### config.mk
export PLATFORM = sky130hd
export DESIGN_NAME = wav_pcm16_header_parser_top
export DESIGN_NICKNAME = d
export VERILOG_FILES = /design/src/hw/rtl/wph_pkg.sv /design/src/hw/rtl/wph_in_reg.sv /design/src/hw/rtl/wph_core.sv /design/src/hw/rtl/wph_out_reg.sv /design/src/hw/rtl/wav_pcm16_header_parser_top.sv
export SDC_FILE = /design/constraint.sdc
export NUM_CORES = 1
export LEC_CHECK = 0
export ABC_AREA = 1
export BUFFER_PORTS_ARGS = -buffer_cell sky130_fd_sc_hd__buf_2
export CORE_MARGIN = 2
export CORE_UTILIZATION = 25
export DETAILED_ROUTE_END_ITERATION = 10
export GPL_ROUTABILITY_DRIVEN = 0
export PLACE_DENSITY = 0.44
export SYNTH_ARGS = -nofsm -noshare
export SYNTH_HDL_FRONTEND = slang
export SYNTH_HIERARCHICAL = 1
export SYNTH_SLANG_ARGS = --single-unit
### constraint.sdc
create_clock -name clock -period 6.1 [get_ports clock]
set_clock_uncertainty 0.2 [all_clocks]
set_input_delay 0.305 -clock clock [delete_from_list [all_inputs] [get_ports clock]]
set_output_delay 0.305 -clock clock [all_outputs]
set_load 0.1 [all_outputs]
### src/hw/rtl/wph_pkg.sv
package wph_pkg;

   localparam int unsigned HEADER_BYTES = 44;
   localparam int unsigned POS_W        = 6;
   localparam int unsigned COUNT_W      = 31;

   localparam logic [1:0] PH_IDLE   = 2'd0;
   localparam logic [1:0] PH_HEADER = 2'd1;
   localparam logic [1:0] PH_DATA   = 2'd2;

   localparam logic [1:0] KIND_SAMPLE = 2'd0;
   localparam logic [1:0] KIND_ERROR  = 2'd1;
   localparam logic [1:0] KIND_DONE   = 2'd2;

   localparam logic [2:0] ST_OK       = 3'd0;
   localparam logic [2:0] ST_BAD_TAG  = 3'd1;
   localparam logic [2:0] ST_NOT_PCM  = 3'd2;
   localparam logic [2:0] ST_NOT_MONO = 3'd3;
   localparam logic [2:0] ST_NOT_16   = 3'd4;

   // tags little-endian, first character in the low byte
   localparam logic [31:0] TAG_RIFF = 32'h4646_4952;
   localparam logic [31:0] TAG_WAVE = 32'h4556_4157;
   localparam logic [31:0] TAG_FMT  = 32'h2074_6D66;
   localparam logic [31:0] TAG_DATA = 32'h6174_6164;

   // position of the last byte of each checked field
   localparam logic [POS_W-1:0] POS_RIFF   = 6'd3;
   localparam logic [POS_W-1:0] POS_WAVE   = 6'd11;
   localparam logic [POS_W-1:0] POS_FMT    = 6'd15;
   localparam logic [POS_W-1:0] POS_FORMAT = 6'd21;
   localparam logic [POS_W-1:0] POS_CHANS  = 6'd23;
   localparam logic [POS_W-1:0] POS_BITS   = 6'd35;
   localparam logic [POS_W-1:0] POS_DATA   = 6'd39;
   localparam logic [POS_W-1:0] POS_LAST   = POS_W'(HEADER_BYTES - 1);

   localparam logic [15:0] FMT_PCM      = 16'd1;
   localparam logic [15:0] CHANS_MONO   = 16'd1;
   localparam logic [15:0] BITS_PER_SMP = 16'd16;

   localparam int unsigned TDATA_W = 56;

   typedef struct packed {
      logic [7:0] data_byte;
      logic       start_of_file;
   } item_type;

   typedef struct packed {
      logic [1:0]         result_kind;
      logic [15:0]        sample_value;
      logic [2:0]         status_code;
      logic               final_sample;
      logic [COUNT_W-1:0] sample_count;
   } result_type;

endpackage

### src/hw/rtl/wph_in_reg.sv
module wph_in_reg (
   input  logic              clock,
   input  logic              reset,
   input  logic              req_tvalid,
   output logic              req_tready,
   input  wph_pkg::item_type req_item,
   input  logic              step,
   output logic              item_valid,
   output wph_pkg::item_type item
);
   import wph_pkg::*;

   logic     valid_ff, valid_in;
   item_type item_ff, item_in;
   logic     take;

   assign req_tready = !valid_ff || step;
   assign take       = req_tvalid && req_tready;

   always_comb begin
      valid_in = valid_ff;
      item_in  = item_ff;
      if (take) begin
         valid_in = 1'b1;
         item_in  = req_item;
      end else if (step) begin
         valid_in = 1'b0;
      end
   end

   always_ff @(posedge clock) begin
      if (reset) begin
         valid_ff <= 1'b0;
      end else begin
         valid_ff <= valid_in;
      end
      item_ff <= item_in;
   end

   assign item_valid = valid_ff;
   assign item       = item_ff;

endmodule

### src/hw/rtl/wph_core.sv
module wph_core (
   input  logic                         clock,
   input  logic                         reset,
   input  logic                         csr_wr_en,
   input  logic [wph_pkg::COUNT_W-1:0]  csr_wr_data,
   input  logic                         step,
   input  wph_pkg::item_type            item,
   output logic                         res_valid,
   output wph_pkg::result_type          res
);
   import wph_pkg::*;

   logic [COUNT_W-1:0] max_ff, max_in;
   logic [1:0]         phase_ff, phase_in;
   logic [POS_W-1:0]   pos_ff, pos_in;
   logic [31:0]        acc_ff, acc_in;
   logic [7:0]         hold_ff, hold_in;
   logic               bphase_ff, bphase_in;
   logic [COUNT_W-1:0] todo_ff, todo_in;
   logic [COUNT_W-1:0] done_ff, done_in;

   logic [1:0]         phase_v;
   logic [POS_W-1:0]   pos_v;
   logic [31:0]        acc_v, acc_new;
   logic [7:0]         hold_v;
   logic               bphase_v;
   logic [COUNT_W-1:0] todo_v, done_v;
   logic [15:0]        half;
   logic [2:0]         status;
   logic [COUNT_W-1:0] avail, todo_new, cnt;

   assign max_in = csr_wr_en ? csr_wr_data : max_ff;

   // start of file wipes the parse before the beat is used
   always_comb begin
      phase_v  = item.start_of_file ? PH_HEADER : phase_ff;
      pos_v    = item.start_of_file ? '0 : pos_ff;
      acc_v    = item.start_of_file ? '0 : acc_ff;
      hold_v   = item.start_of_file ? '0 : hold_ff;
      bphase_v = item.start_of_file ? 1'b0 : bphase_ff;
      todo_v   = item.start_of_file ? '0 : todo_ff;
      done_v   = item.start_of_file ? '0 : done_ff;
   end

   assign acc_new  = {item.data_byte, acc_v[31:8]};
   assign half     = acc_new[31:16];
   assign avail    = acc_new[31:1];
   assign todo_new = (avail > max_ff) ? max_ff : avail;
   assign cnt      = done_v + COUNT_W'(1);

   always_comb begin
      status = ST_OK;
      if (pos_v == POS_RIFF && acc_new != TAG_RIFF) begin
         status = ST_BAD_TAG;
      end else if (pos_v == POS_WAVE && acc_new != TAG_WAVE) begin
         status = ST_BAD_TAG;
      end else if (pos_v == POS_FMT && acc_new != TAG_FMT) begin
         status = ST_BAD_TAG;
      end else if (pos_v == POS_FORMAT && half != FMT_PCM) begin
         status = ST_NOT_PCM;
      end else if (pos_v == POS_CHANS && half != CHANS_MONO) begin
         status = ST_NOT_MONO;
      end else if (pos_v == POS_BITS && half != BITS_PER_SMP) begin
         status = ST_NOT_16;
      end else if (pos_v == POS_DATA && acc_new != TAG_DATA) begin
         status = ST_BAD_TAG;
      end
   end

   always_comb begin
      phase_in  = phase_v;
      pos_in    = pos_v;
      acc_in    = acc_v;
      hold_in   = hold_v;
      bphase_in = bphase_v;
      todo_in   = todo_v;
      done_in   = done_v;
      res_valid = 1'b0;
      res       = '0;
      case (phase_v)
         PH_HEADER: begin
            acc_in = acc_new;
            pos_in = pos_v + POS_W'(1);
            if (status != ST_OK) begin
               phase_in         = PH_IDLE;
               res_valid        = 1'b1;
               res.result_kind  = KIND_ERROR;
               res.status_code  = status;
            end else if (pos_v == POS_LAST) begin
               todo_in   = todo_new;
               done_in   = '0;
               bphase_in = 1'b0;
               if (todo_new == '0) begin
                  phase_in        = PH_IDLE;
                  res_valid       = 1'b1;
                  res.result_kind = KIND_DONE;
               end else begin
                  phase_in = PH_DATA;
               end
            end
         end
         PH_DATA: begin
            if (!bphase_v) begin
               hold_in   = item.data_byte;
               bphase_in = 1'b1;
            end else begin
               bphase_in        = 1'b0;
               done_in          = cnt;
               res_valid        = 1'b1;
               res.result_kind  = KIND_SAMPLE;
               res.sample_value = {item.data_byte, hold_v};
               res.sample_count = cnt;
               res.final_sample = (cnt >= todo_v);
               if (cnt >= todo_v) begin
                  phase_in = PH_IDLE;
               end
            end
         end
         default: begin
         end
      endcase
   end

   always_ff @(posedge clock) begin
      if (reset) begin
         max_ff    <= '1;
         phase_ff  <= PH_IDLE;
         pos_ff    <= '0;
         acc_ff    <= '0;
         hold_ff   <= '0;
         bphase_ff <= 1'b0;
         todo_ff   <= '0;
         done_ff   <= '0;
      end else begin
         max_ff <= max_in;
         if (step) begin
            phase_ff  <= phase_in;
            pos_ff    <= pos_in;
            acc_ff    <= acc_in;
            hold_ff   <= hold_in;
            bphase_ff <= bphase_in;
            todo_ff   <= todo_in;
            done_ff   <= done_in;
         end
      end
   end

endmodule

### src/hw/rtl/wph_out_reg.sv
module wph_out_reg (
   input  logic                clock,
   input  logic                reset,
   input  logic                step,
   input  logic                res_valid,
   input  wph_pkg::result_type res,
   output logic                can_load,
   output logic                rsp_tvalid,
   input  logic                rsp_tready,
   output wph_pkg::result_type rsp_res
);
   import wph_pkg::*;

   logic       valid_ff, valid_in;
   result_type res_ff, res_in;

   assign can_load = !valid_ff || rsp_tready;

   always_comb begin
      valid_in = valid_ff;
      res_in   = res_ff;
      if (step) begin
         valid_in = res_valid;
         res_in   = res;
      end else if (rsp_tready) begin
         valid_in = 1'b0;
      end
   end

   always_ff @(posedge clock) begin
      if (reset) begin
         valid_ff <= 1'b0;
      end else begin
         valid_ff <= valid_in;
      end
      res_ff <= res_in;
   end

   assign rsp_tvalid = valid_ff;
   assign rsp_res    = res_ff;

endmodule

### src/hw/rtl/wav_pcm16_header_parser_top.sv
// WAV PCM16 mono parser. Takes one file byte per beat (tuser marks the first
// byte of a file) and checks the 44-byte header, then turns the data chunk into
// signed 16-bit samples, at most csr max_samples per file; the last one has
// tlast set and carries the total count. A failing header field gives one error
// beat; an empty data chunk or a zero max_samples gives one done beat. One byte
// is taken every cycle while rsp_tready stays high; a byte passes an input
// register and then a result register before its result is offered. req_tready
// follows rsp_tready only when both registers are full. max_samples is sampled
// when the data size field completes.
module wav_pcm16_header_parser_top (
   input  logic                        clock,
   input  logic                        reset,
   input  logic                        csr_wr_en,
   input  logic [wph_pkg::COUNT_W-1:0] csr_wr_data,
   input  logic                        req_tvalid,
   output logic                        req_tready,
   input  logic [7:0]                  req_tdata,  // data_byte
   input  logic                        req_tuser,  // start_of_file
   output logic                        rsp_tvalid,
   input  logic                        rsp_tready,
   // sample_value[15:0], status_code[18:16], sample_count[49:19], zeros above
   output logic [wph_pkg::TDATA_W-1:0] rsp_tdata,
   output logic [1:0]                  rsp_tuser,  // result_kind
   output logic                        rsp_tlast   // final_sample
);
   import wph_pkg::*;

   item_type   req_item, item;
   result_type res, rsp_res;
   logic       item_valid, res_valid, can_load, step;

   assign req_item.data_byte     = req_tdata;
   assign req_item.start_of_file = req_tuser;
   assign step                   = item_valid && can_load;

   wph_in_reg u_in (
      .clock      (clock),
      .reset      (reset),
      .req_tvalid (req_tvalid),
      .req_tready (req_tready),
      .req_item   (req_item),
      .step       (step),
      .item_valid (item_valid),
      .item       (item)
   );

   wph_core u_core (
      .clock       (clock),
      .reset       (reset),
      .csr_wr_en   (csr_wr_en),
      .csr_wr_data (csr_wr_data),
      .step        (step),
      .item        (item),
      .res_valid   (res_valid),
      .res         (res)
   );

   wph_out_reg u_out (
      .clock      (clock),
      .reset      (reset),
      .step       (step),
      .res_valid  (res_valid),
      .res        (res),
      .can_load   (can_load),
      .rsp_tvalid (rsp_tvalid),
      .rsp_tready (rsp_tready),
      .rsp_res    (rsp_res)
   );

   assign rsp_tdata = {6'd0, rsp_res.sample_count, rsp_res.status_code, rsp_res.sample_value};
   assign rsp_tuser = rsp_res.result_kind;
   assign rsp_tlast = rsp_res.final_sample;

endmodule

==> results.py, run 1 <==
metrics = {
    "run_status": {
        "outcome": "finished clean",
    },
    "global_route": {
        "use_met1_pct": 23.89,
        "grt_start_max_net_pins": 91,
        "grt_overflow": 0,
        "grt_util_met2_pct": 26.04,
        "grt_util_met3_pct": 3.344,
        "grt-busiest-layer": "met2",
        "grt_pass1_wl_um": 65330,
        "track_usage_pct": 16.97,
        "antenna_found_initial": 1,
        "grt_pass1_vias": 11130,
    },
    "worst_setup_path": {
        "critical_path.top_delay_family": "simple AND/OR/NAND/NOR gates",
        "crit_type": "flop to flop",
        "max_stage_delay_ns": 0.43,
        "r2r-start": "u_in/item[0]$_DFFE_PP_",
        "cp-start-kind": "flop",
        "arrival_ns": 5.09,
        "critPathLaunch": "u_in/item[0]$_DFFE_PP_",
        "worst_ep_required_time_ns": 6.26,
        "reg2regPathDepth": 31,
        "slowest_stage": "edfxtp_1",
        "worst-path-max-fanout": 26,
        "critical_path_buf_inv_count": 4,
        "setup.worst_path.end_class": "flop",
        "crit_path_frequent_cell": "nand2_1",
        "rr_endpoint": "u_core/phase_ff[1]$_SDFFE_PP0P_",
        "r2r_slack_ns": 1.16,
    },
    "power": {
        "ir_drop_v": 0.0002064,
        "pwr-share-clk_pct": 36.4,
        "finalPower_uw": 3205,
        "switching_share_pct": 33.67,
        "switchingPower_uw": 1079,
        "power.density_nw_per_um2": 225.5,
        "p_leak_uw": 0.006143,
        "intPower_uw": 2126,
        "pwr-share-seq_pct": 45.1,
        "combPwrFrac_pct": 18.6,
    },
    "clocking": {
        "cts_tree": "done",
        "cts_buffers": 17,
        "cts_root_buf": "clkbuf_16",
        "post_cts_buffers": 0,
        "insertion_delay_ns": 0.49,
        "clk_pin_slew_worst_paths_ns": 0.08,
        "cts_max_level": 4,
        "hold_buffers": 42,
        "cts-resized-gates": 0,
        "cts_buffer_depth": 2,
        "numClockSinks": 198,
    },
    "finish": {
        "multi_input_area_sq_um": 6281,
        "layout.cells.most_common_list": "nand2_1 (366), inv_1 (241), nor2_1 (239)",
        "fin_nets": 1977,
        "final-seq-area_sq_um": 4584,
        "area_delta_synth_final_pct": 16.61,
        "drive_gt1_share_pct": 10.05,
        "layout_commonest_cell": "nand2_1",
        "antennaDiodeCount": 0,
        "n_fill_cell": 5252,
    },
    "timing": {
        "slew_headroom_pct": 23.83,
        "finalSetupViolCount": 0,
        "setup-tns-final_ns": 0,
        "max_freq_ghz": 0.2025,
        "rsz0062_at_grt": "false",
        "post-route-min-period_ns": 4.939,
        "worst_slew_pin_slew_ns": 1.141,
        "slew_violations": 0,
        "finalCritPeriodShare_pct": 80.97,
        "finalHoldViolCount": 0,
    },
    "floorplanning": {
        "rows": 80,
        "fp.dieW_um": 224.8,
        "die_h_um": 224.8,
        "io_pins": 106,
        "start_util_pct": 25.42,
        "core_area_sq_um": 47950,
        "die_area_sq_um": 50540,
    },
    "drt": {
        "vias": 11860,
        "drc": 0,
        "antenna_left": 0,
        "drtPass1Iterations": 5,
        "wl_um": 42010,
        "routedWlPerCell_um": 16.83,
        "drtIter0Drc": 1000,
        "via_per_inst": 4.752,
    },
    "logic_synthesis": {
        "ys_ff_latch": 198,
        "synth.distinct_cells": 47,
        "synth_top_area_share_pct": 22.34,
        "synth_warnings": 6,
        "synth_edf_count": 62,
        "synthCells": 1775,
        "avgSynthCellArea_sq_um": 6.867,
        "ys_seq_area_share_pct": 37.61,
        "synth-async-reset-ratio_pct": 0,
        "syn_area_sq_um": 12190,
        "yosys_most_used_dff": "dfxtp_1",
        "yosys.area.top_type": "dfxtp_1",
        "synth_area_leaders": "dfxtp_1 (22%), edfxtp_1 (15%), nand2_1 (11%)",
    },
    "worst_hold_path": {
        "holdCritStartpoint": "u_core/done_ff[21]$_SDFFE_PP0P_",
        "hold_depth": 2,
        "worstHoldPathType": "flop to flop",
        "holdPathEnd": "u_core/done_ff[21]$_SDFFE_PP0P_",
    },
    "job": {
        "drv_cap": 0,
    },
    "placed_design": {
        "io_buffers": 99,
        "dp_hpwl_um": 30770,
    },
}
-- final cells by class --
class / instances / area share, %
Multi-Input combinational cell: 1240 / 44.19
Sequential cell: 198 / 32.25
Timing Repair Buffer: 158 / 7.359
Inverter: 253 / 6.690
Tap cell: 615 / 5.414
Clock buffer: 18 / 3.169
Clock inverter: 14 / 0.9243
-- state kept, by name, indices dropped and copies added, names as in the netlist --
signal	count
u_core/max_ff	31
u_core/hold_ff	8
u_core/todo_ff	31
u_core/done_ff	31
u_out/rsp_tvalid	1
u_core/phase_ff	2
u_out/rsp_res	53
u_in/item	9
u_in/item_valid	1
u_core/pos_ff	6
u_core/acc_ff	24
u_core/bphase_ff	1
-- stage by stage --
step / setup WS [ns] / instances / hold WS [ns] / cell area (sq um) / util, %
4_1_cts: 1.158 / 2496 / 0.2536 / 14210 / 29.65
3_5_place_dp: 1.180 / 2422 / 0.2524 / 13210 / 27.55
5_1_grt: 0.6035 / 2496 / 0.2836 / 14210 / 29.65
2_1_floorplan: 1.451 / 1780 / 0.1674 / 12210 / -
6_report: 1.161 / 2496 / 0.2668 / 14210 / 29.65
3_3_place_gp: 1.321 / 2422 / 0.2488 / 13210 / 27.55
-- worst reg2reg max path: cells and delay by family (launching register included) --
family          cells  cell delay, ns
flops               1            0.43
simple gates       22            2.63
compound gates      3            0.47
fa+ha+maj           2            0.61
buf+inv             4            0.44
-- how the worst max path moves through the flow --
stage	endpoint	cells after the start
finish	u_core/phase_ff[1]$_SDFFE_PP0P_	31
global route	u_core/phase_ff[1]$_SDFFE_PP0P_	31
CTS	u_core/phase_ff[1]$_SDFFE_PP0P_	31
detailed placement	u_core/phase_ff[1]$_SDFFE_PP0P_	31
global placement	u_core/phase_ff[1]$_SDFFE_PP0P_	31
floorplan	u_core/phase_ff[1]$_SDFFE_PP0P_	33
-- routing by layer --
metal	wire length, um	vias to the layer above
li1	-	5981
met1	20440	5523
met2	18470	311
met3	2288	47
met4	810	0
met5	0	-
-- cell families (layout without fill, tap and decap cells) --
group / Yosys count / after routing / share of synthesized area [%]
fa+ha+maj: 64 / 64 / 6.570
xor+xnor: 15 / 15 / 1.078
compound gates: 349 / 349 / 15.49
buf+inv: 342 / 443 / 11.01
simple gates: 806 / 806 / 28.21
flops: 198 / 198 / 37.61
other cells: 1 / 6 / 0.03076
-- synthesized netlist by cell type (3+ instances only) --
master	n
o31ai_1	20
inv_2	10
dfxtp_1	136
a211oi_1	3
buf_1	9
nor3_1	31
o21ai_1	6
ha_1	64
o21ai_0	91
buf_2	8
o221ai_1	10
nand2_1	366
nand2_2	6
nor2_2	4
xor2_1	15
nand3_1	99
buf_4	9
a21oi_1	200
or2_2	6
o211ai_1	8
nand4_1	25
edfxtp_1	62
nand2_4	3
nor2_1	239
nor2_4	4
nor4_1	10
clkbuf_1	61
a31oi_1	3
inv_1	242
-- power by group through the flow --
stage	Sequential [uW]	Clock [uW]	Combinational [uW]
floorplan	1570	0	326
global placement	1470	0	568
detailed placement	1470	0	575
CTS	1440	1220	597
global route	1450	1260	656
finish	1440	1170	595
Power figures use the tool's default switching activity.
==> run 2, diff against run 1 <==
- clock period: 6.1 -> 5.1 ns (I/O delays scaled with it)
==> run 2 against run 1 <==
Compared with the run above: sequential share of layout area fell by 0.16 points; count of clock-buffer cells in the layout is the same; flip-flop and latch count is the same; critical path depth is 1 lower; register-to-register slack lost 0.61 ns; routed wire length barely moved; non-clock buffer count rose by 11; combinational power up 21%; clock power increased by 15%; setup slack got worse by 0.61 ns; hold slack got worse by 0.096 ns; die area unchanged.
==> results.py, run 2 (synthesized netlist as in run 1, its figures left out) <==
metrics = {
    "finish": {
        "drive_gt1_share_pct": 10.57,
        "layoutNonFillerInstCount": 2507,
        "area_delta_synth_final_pct": 17.17,
        "largest_reg_flops": 53,
        "layout.cells.most_common_list": "nand2_1 (366), inv_1 (241), nor2_1 (239)",
        "layout_commonest_cell": "nand2_1",
        "n_fill_cell": 5250,
        "final-seq-area_sq_um": 4584,
        "fin_nets": 1988,
        "multi_input_area_sq_um": 6281,
        "antennaDiodeCount": 0,
        "stdcell_area_sq_um": 14280,
    },
    "power": {
        "finalPower_uw": 3792,
        "power.density_nw_per_um2": 265.5,
        "pwr-share-seq_pct": 45.6,
        "ir_drop_v": 0.0001827,
        "switching_share_pct": 33.48,
        "p_leak_uw": 0.006194,
        "intPower_uw": 2522,
        "pwr-share-clk_pct": 35.5,
        "switchingPower_uw": 1269,
        "combPwrFrac_pct": 19.0,
    },
    "worst_setup_path": {
        "cp-start-kind": "flop",
        "r2r-start": "u_in/item[0]$_DFFE_PP_",
        "worst_ep_required_time_ns": 5.23,
        "critical_path.top_delay_family": "simple AND/OR/NAND/NOR gates",
        "rr_endpoint": "u_core/phase_ff[1]$_SDFFE_PP0P_",
        "worst-path-max-fanout": 5,
        "arrival_ns": 4.68,
        "critical_path_buf_inv_count": 3,
        "crit_type": "flop to flop",
        "slowest_stage": "edfxtp_1",
        "setup.worst_path.end_class": "flop",
        "crit_path_frequent_cell": "nand2_1",
        "reg2regPathDepth": 30,
        "r2r_slack_ns": 0.55,
        "max_stage_delay_ns": 0.47,
    },
    "clocking": {
        "cts_buffer_depth": 2,
        "clk_pin_slew_worst_paths_ns": 0.08,
        "cts_root_buf": "clkbuf_16",
        "cts_tree": "done",
        "cts_buffers": 17,
        "numClockSinks": 198,
        "insertion_delay_ns": 0.50,
        "cts_max_level": 4,
    },
    "drt": {
        "wl_um": 41990,
        "drc": 0,
        "drtPass1Iterations": 5,
        "antenna_left": 0,
        "routedWlPerCell_um": 16.75,
        "via_per_inst": 4.796,
        "drtIter0Drc": 865,
        "vias": 12020,
    },
    "global_route": {
        "antenna_found_initial": 0,
        "grt_pass1_wl_um": 64680,
        "track_usage_pct": 16.74,
        "grt_pass1_vias": 11170,
        "grt_start_max_net_pins": 84,
        "grt_overflow": 0,
    },
    "job": {
        "drv_cap": 0,
    },
    "timing": {
        "finalCritPeriodShare_pct": 89.21,
        "finalHoldViolCount": 0,
        "finalSetupViolCount": 0,
        "worst_slew_pin_slew_ns": 1.156,
        "slew_headroom_pct": 22.88,
        "slew_violations": 0,
        "post-route-min-period_ns": 4.549,
        "max_freq_ghz": 0.2198,
        "rsz0062_at_grt": "false",
        "setup-tns-final_ns": 0,
    },
    "floorplanning": {
        "start_util_pct": 25.42,
        "fp.dieW_um": 224.8,
        "core_area_sq_um": 47950,
        "die_h_um": 224.8,
        "rows": 80,
        "die_area_sq_um": 50540,
        "io_pins": 106,
    },
    "worst_hold_path": {
        "worstHoldPathType": "input port to flop",
        "holdPathEnd": "u_core/hold_ff[7]$_SDFFE_PP0P_",
        "holdCritStartpoint": "reset",
        "hold_depth": 2,
    },
    "placed_design": {
        "dp_hpwl_um": 31080,
        "place_area_sq_um": 13310,
        "place_inst": 2433,
        "io_buffers": 99,
    },
    "run_status": {
        "outcome": "finished clean",
    },
}
[run 2: changes by cell type in the layout (fill, tap and decap cells not counted), sizes merged]
cell / change
clkinv: +1
buf: +11
inv: -1
[run 2: worst max-delay path by stage]
| stage | endpoint | startpoint | slack, ns | cells past startpoint |
|---|---|---|---|---|
| CTS | u_core/phase_ff[1]$_SDFFE_PP0P_ | u_in/item[0]$_DFFE_PP_ | 0.56 | 30 |
| finish | u_core/phase_ff[1]$_SDFFE_PP0P_ | u_in/item[0]$_DFFE_PP_ | 0.55 | 30 |
| global route | u_core/phase_ff[1]$_SDFFE_PP0P_ | u_in/item[0]$_DFFE_PP_ | 0.09 | 30 |
| floorplan | u_core/phase_ff[1]$_SDFFE_PP0P_ | u_in/item[0]$_DFFE_PP_ | 0.45 | 33 |
| detailed placement | u_core/phase_ff[1]$_SDFFE_PP0P_ | u_in/item[0]$_DFFE_PP_ | 0.60 | 30 |
| global placement | u_core/phase_ff[1]$_SDFFE_PP0P_ | u_in/item[0]$_DFFE_PP_ | 0.66 | 30 |
[run 2: per-stage QoR]
step / util, % / hold slack (ns) / setup slack, ns
2_1_floorplan: - / 0.1174 / 0.4513
3_3_place_gp: 27.75 / 0.2352 / 0.6574
3_5_place_dp: 27.75 / 0.2365 / 0.6024
4_1_cts: 29.79 / 0.1798 / 0.5587
5_1_grt: 29.79 / 0.2033 / 0.09358
6_report: 29.79 / 0.1711 / 0.5505
[run 2: what timing repair did]
item	4_1_cts	5_1_grt
gates resized for setup	0	0
hold buffers	42	0
setup buffers	0	0
endpoints found under the hold margin	42	0
[run 2: power by group through the flow]
stage	combinational (uW)	sequential, uW	clock, uW
final	719	1730	1350
after global routing	791	1730	1460
after CTS	721	1730	1400
after detailed placement	695	1760	0
after global placement	687	1760	0
after floorplan	389	1880	0
[run 2: per-layer routing]
layer / up-vias / global-route usage (%) / part of all wire, %
li1: 6014 / - / -
met1: 5685 / 23.45 / 49
met2: 284 / 26.11 / 45
met3: 41 / 2.691 / 4.3
met4: 0 / 5.554 / 1.7
met5: - / 0 / 0
[run 2: area by class of cell]
type,count,share of cell area [%]
multi-input cells,1240,43.98
flip-flops and latches,198,32.10
well taps,615,5.388
clock buffers,18,3.075
inverters,253,6.658
repair buffers,169,7.989
clock inverters,14,0.8147
==> run 3, diff against run 2 <==
- CELL_PAD_IN_SITES_DETAIL_PLACEMENT: unset -> 1
- CELL_PAD_IN_SITES_GLOBAL_PLACEMENT: unset -> 1
- PLACE_DENSITY: 0.44 -> 0.55
==> run 3 against run 2 <==
Compared with the run above: non-clock buffer count fell by 4; sequential share of layout area rose by 0.090 points; count of clock-buffer cells in the layout did not move; flip-flop and latch count did not move; power rose by 0.24%; cell count fell by 0.16%; routed wire length rose by 8.0%; via count fell by 0.12%; first-iteration DRC count fell by 18%; fmax fell by 1.8%; largest power group unchanged.
==> results.py, run 3 (synthesized netlist as in run 1, its figures left out) <==
metrics = {
    "run_status": {
        "outcome": "finished clean",
    },
    "finish": {
        "final-seq-area_sq_um": 4584,
        "multi_input_area_sq_um": 6291,
        "layout_commonest_cell": "nand2_1",
        "area_delta_synth_final_pct": 16.84,
        "antennaDiodeCount": 0,
        "largest_reg_flops": 53,
        "stdcell_area_sq_um": 14240,
        "layout.cells.most_common_list": "nand2_1 (366), inv_1 (241), nor2_1 (236)",
        "fin_nets": 1984,
        "n_fill_cell": 5951,
        "drive_gt1_share_pct": 10.54,
    },
    "global_route": {
        "grt_pass1_vias": 12140,
        "antenna_found_initial": 2,
        "track_usage_pct": 18.50,
        "grt_pass1_wl_um": 70750,
        "grt_overflow": 0,
        "grt_start_max_net_pins": 82,
    },
    "timing": {
        "rsz0062_at_grt": "false",
        "post-route-min-period_ns": 4.631,
        "slew_violations": 0,
        "worst_slew_pin_slew_ns": 1.126,
        "finalCritPeriodShare_pct": 90.80,
        "finalHoldViolCount": 0,
        "slew_headroom_pct": 24.82,
        "max_freq_ghz": 0.2160,
        "finalSetupViolCount": 0,
        "setup-tns-final_ns": 0,
    },
    "drt": {
        "routedWlPerCell_um": 18.12,
        "drtPass1Iterations": 5,
        "drt-met1-wl_um": 22180,
        "wl_um": 45360,
        "via_per_inst": 4.798,
        "highest_layer": "met5",
        "drtIter0Drc": 709,
        "vias": 12010,
        "drc": 0,
        "routed-wl-met3_um": 1439,
        "dr_wl_met2_um": 20740,
        "antenna_left": 0,
    },
    "clocking": {
        "cts_max_level": 4,
        "cts_buffers": 17,
        "insertion_delay_ns": 0.50,
        "cts_buffer_depth": 2,
        "clk_pin_slew_worst_paths_ns": 0.08,
        "post_cts_buffers": 0,
        "cts_tree": "done",
        "cts_root_buf": "clkbuf_16",
        "numClockSinks": 198,
    },
    "worst_setup_path": {
        "worst_ep_required_time_ns": 5.24,
        "setup.worst_path.end_class": "flop",
        "critical_path.top_delay_family": "simple AND/OR/NAND/NOR gates",
        "reg2regPathDepth": 25,
        "critical_path_buf_inv_count": 5,
        "worst-path-max-fanout": 21,
        "arrival_ns": 4.77,
        "crit_path_frequent_cell": "nand2_1",
        "worst-path-stages": 25,
        "crit_type": "flop to flop",
        "cp-start-kind": "flop",
        "max_stage_delay_ns": 0.52,
        "slowest_stage": "edfxtp_1",
    },
    "floorplanning": {
        "die_area_sq_um": 50540,
        "fp.dieW_um": 224.8,
        "io_pins": 106,
        "start_util_pct": 25.42,
        "core_area_sq_um": 47950,
        "die_h_um": 224.8,
        "rows": 80,
    },
    "worst_hold_path": {
        "worstHoldPathType": "input port to flop",
        "hold_depth": 2,
    },
    "power": {
        "finalPower_uw": 3801,
        "p_leak_uw": 0.006142,
        "ir_drop_v": 0.0002447,
        "power.density_nw_per_um2": 266.9,
    },
    "placed_design": {
        "place_area_sq_um": 13270,
        "dp_hpwl_um": 34100,
        "io_buffers": 99,
    },
    "job": {
        "drv_cap": 0,
    },
}
run 3: cell type report:
type | instances | area share (%)
Inverter | 253 | 6.703
Timing Repair Buffer | 165 | 7.713
Clock inverter | 14 | 0.8082
Tap cell | 615 | 5.403
Sequential cell | 198 | 32.19
Clock buffer | 18 | 3.013
Multi-Input combinational cell | 1240 | 44.17
run 3: per-layer routing:
| layer | global-route usage, % | vias up |
|---|---|---|
| met3 | 2.691 | 46 |
| met5 | 0 | - |
| met2 | 29.70 | 197 |
| met4 | 6.623 | 2 |
| met1 | 25.20 | 5767 |
| li1 | - | 5997 |
run 3: worst paths after layout:
| kind | from | to | slack, ns |
|---|---|---|---|
| setup / recovery | u_in/item[0]$_DFFE_PP_ | u_core/phase_ff[1]$_SDFFE_PP0P_ | 0.47 |
| hold / removal | reset | u_core/hold_ff[7]$_SDFFE_PP0P_ | 0.18 |
| setup reg to reg | u_in/item[0]$_DFFE_PP_ | u_core/phase_ff[1]$_SDFFE_PP0P_ | 0.47 |
| hold reg to reg | u_core/done_ff[15]$_SDFFE_PP0P_ | u_core/done_ff[15]$_SDFFE_PP0P_ | 0.27 |
run 3: what timing repair did:
item	in CTS	in global routing
hold buffers	42	0
resized for setup	0	7
setup endpoints to repair	0	2
endpoints found under the hold margin	42	0
run 3: power by group:
| part | internal [uW] | switching, uW |
|---|---|---|
| logic | 181 | 549 |
| clock network | 635 | 707 |
| registers | 1690 | 40.3 |
| total | 2500 | 1300 |
run 3: metrics by stage:
step                setup slack, ns  instances  utilization [%]  hold slack [ns]
detailed placement           0.2745       2429            27.67           0.2360
CTS                          0.2533       2503            29.68           0.1818
floorplan                    0.4513       1780                -           0.1174
global route                0.06389       2503            29.71           0.2157
global placement             0.4050       2429            27.67           0.2350
finish                       0.4693       2503            29.71           0.1772
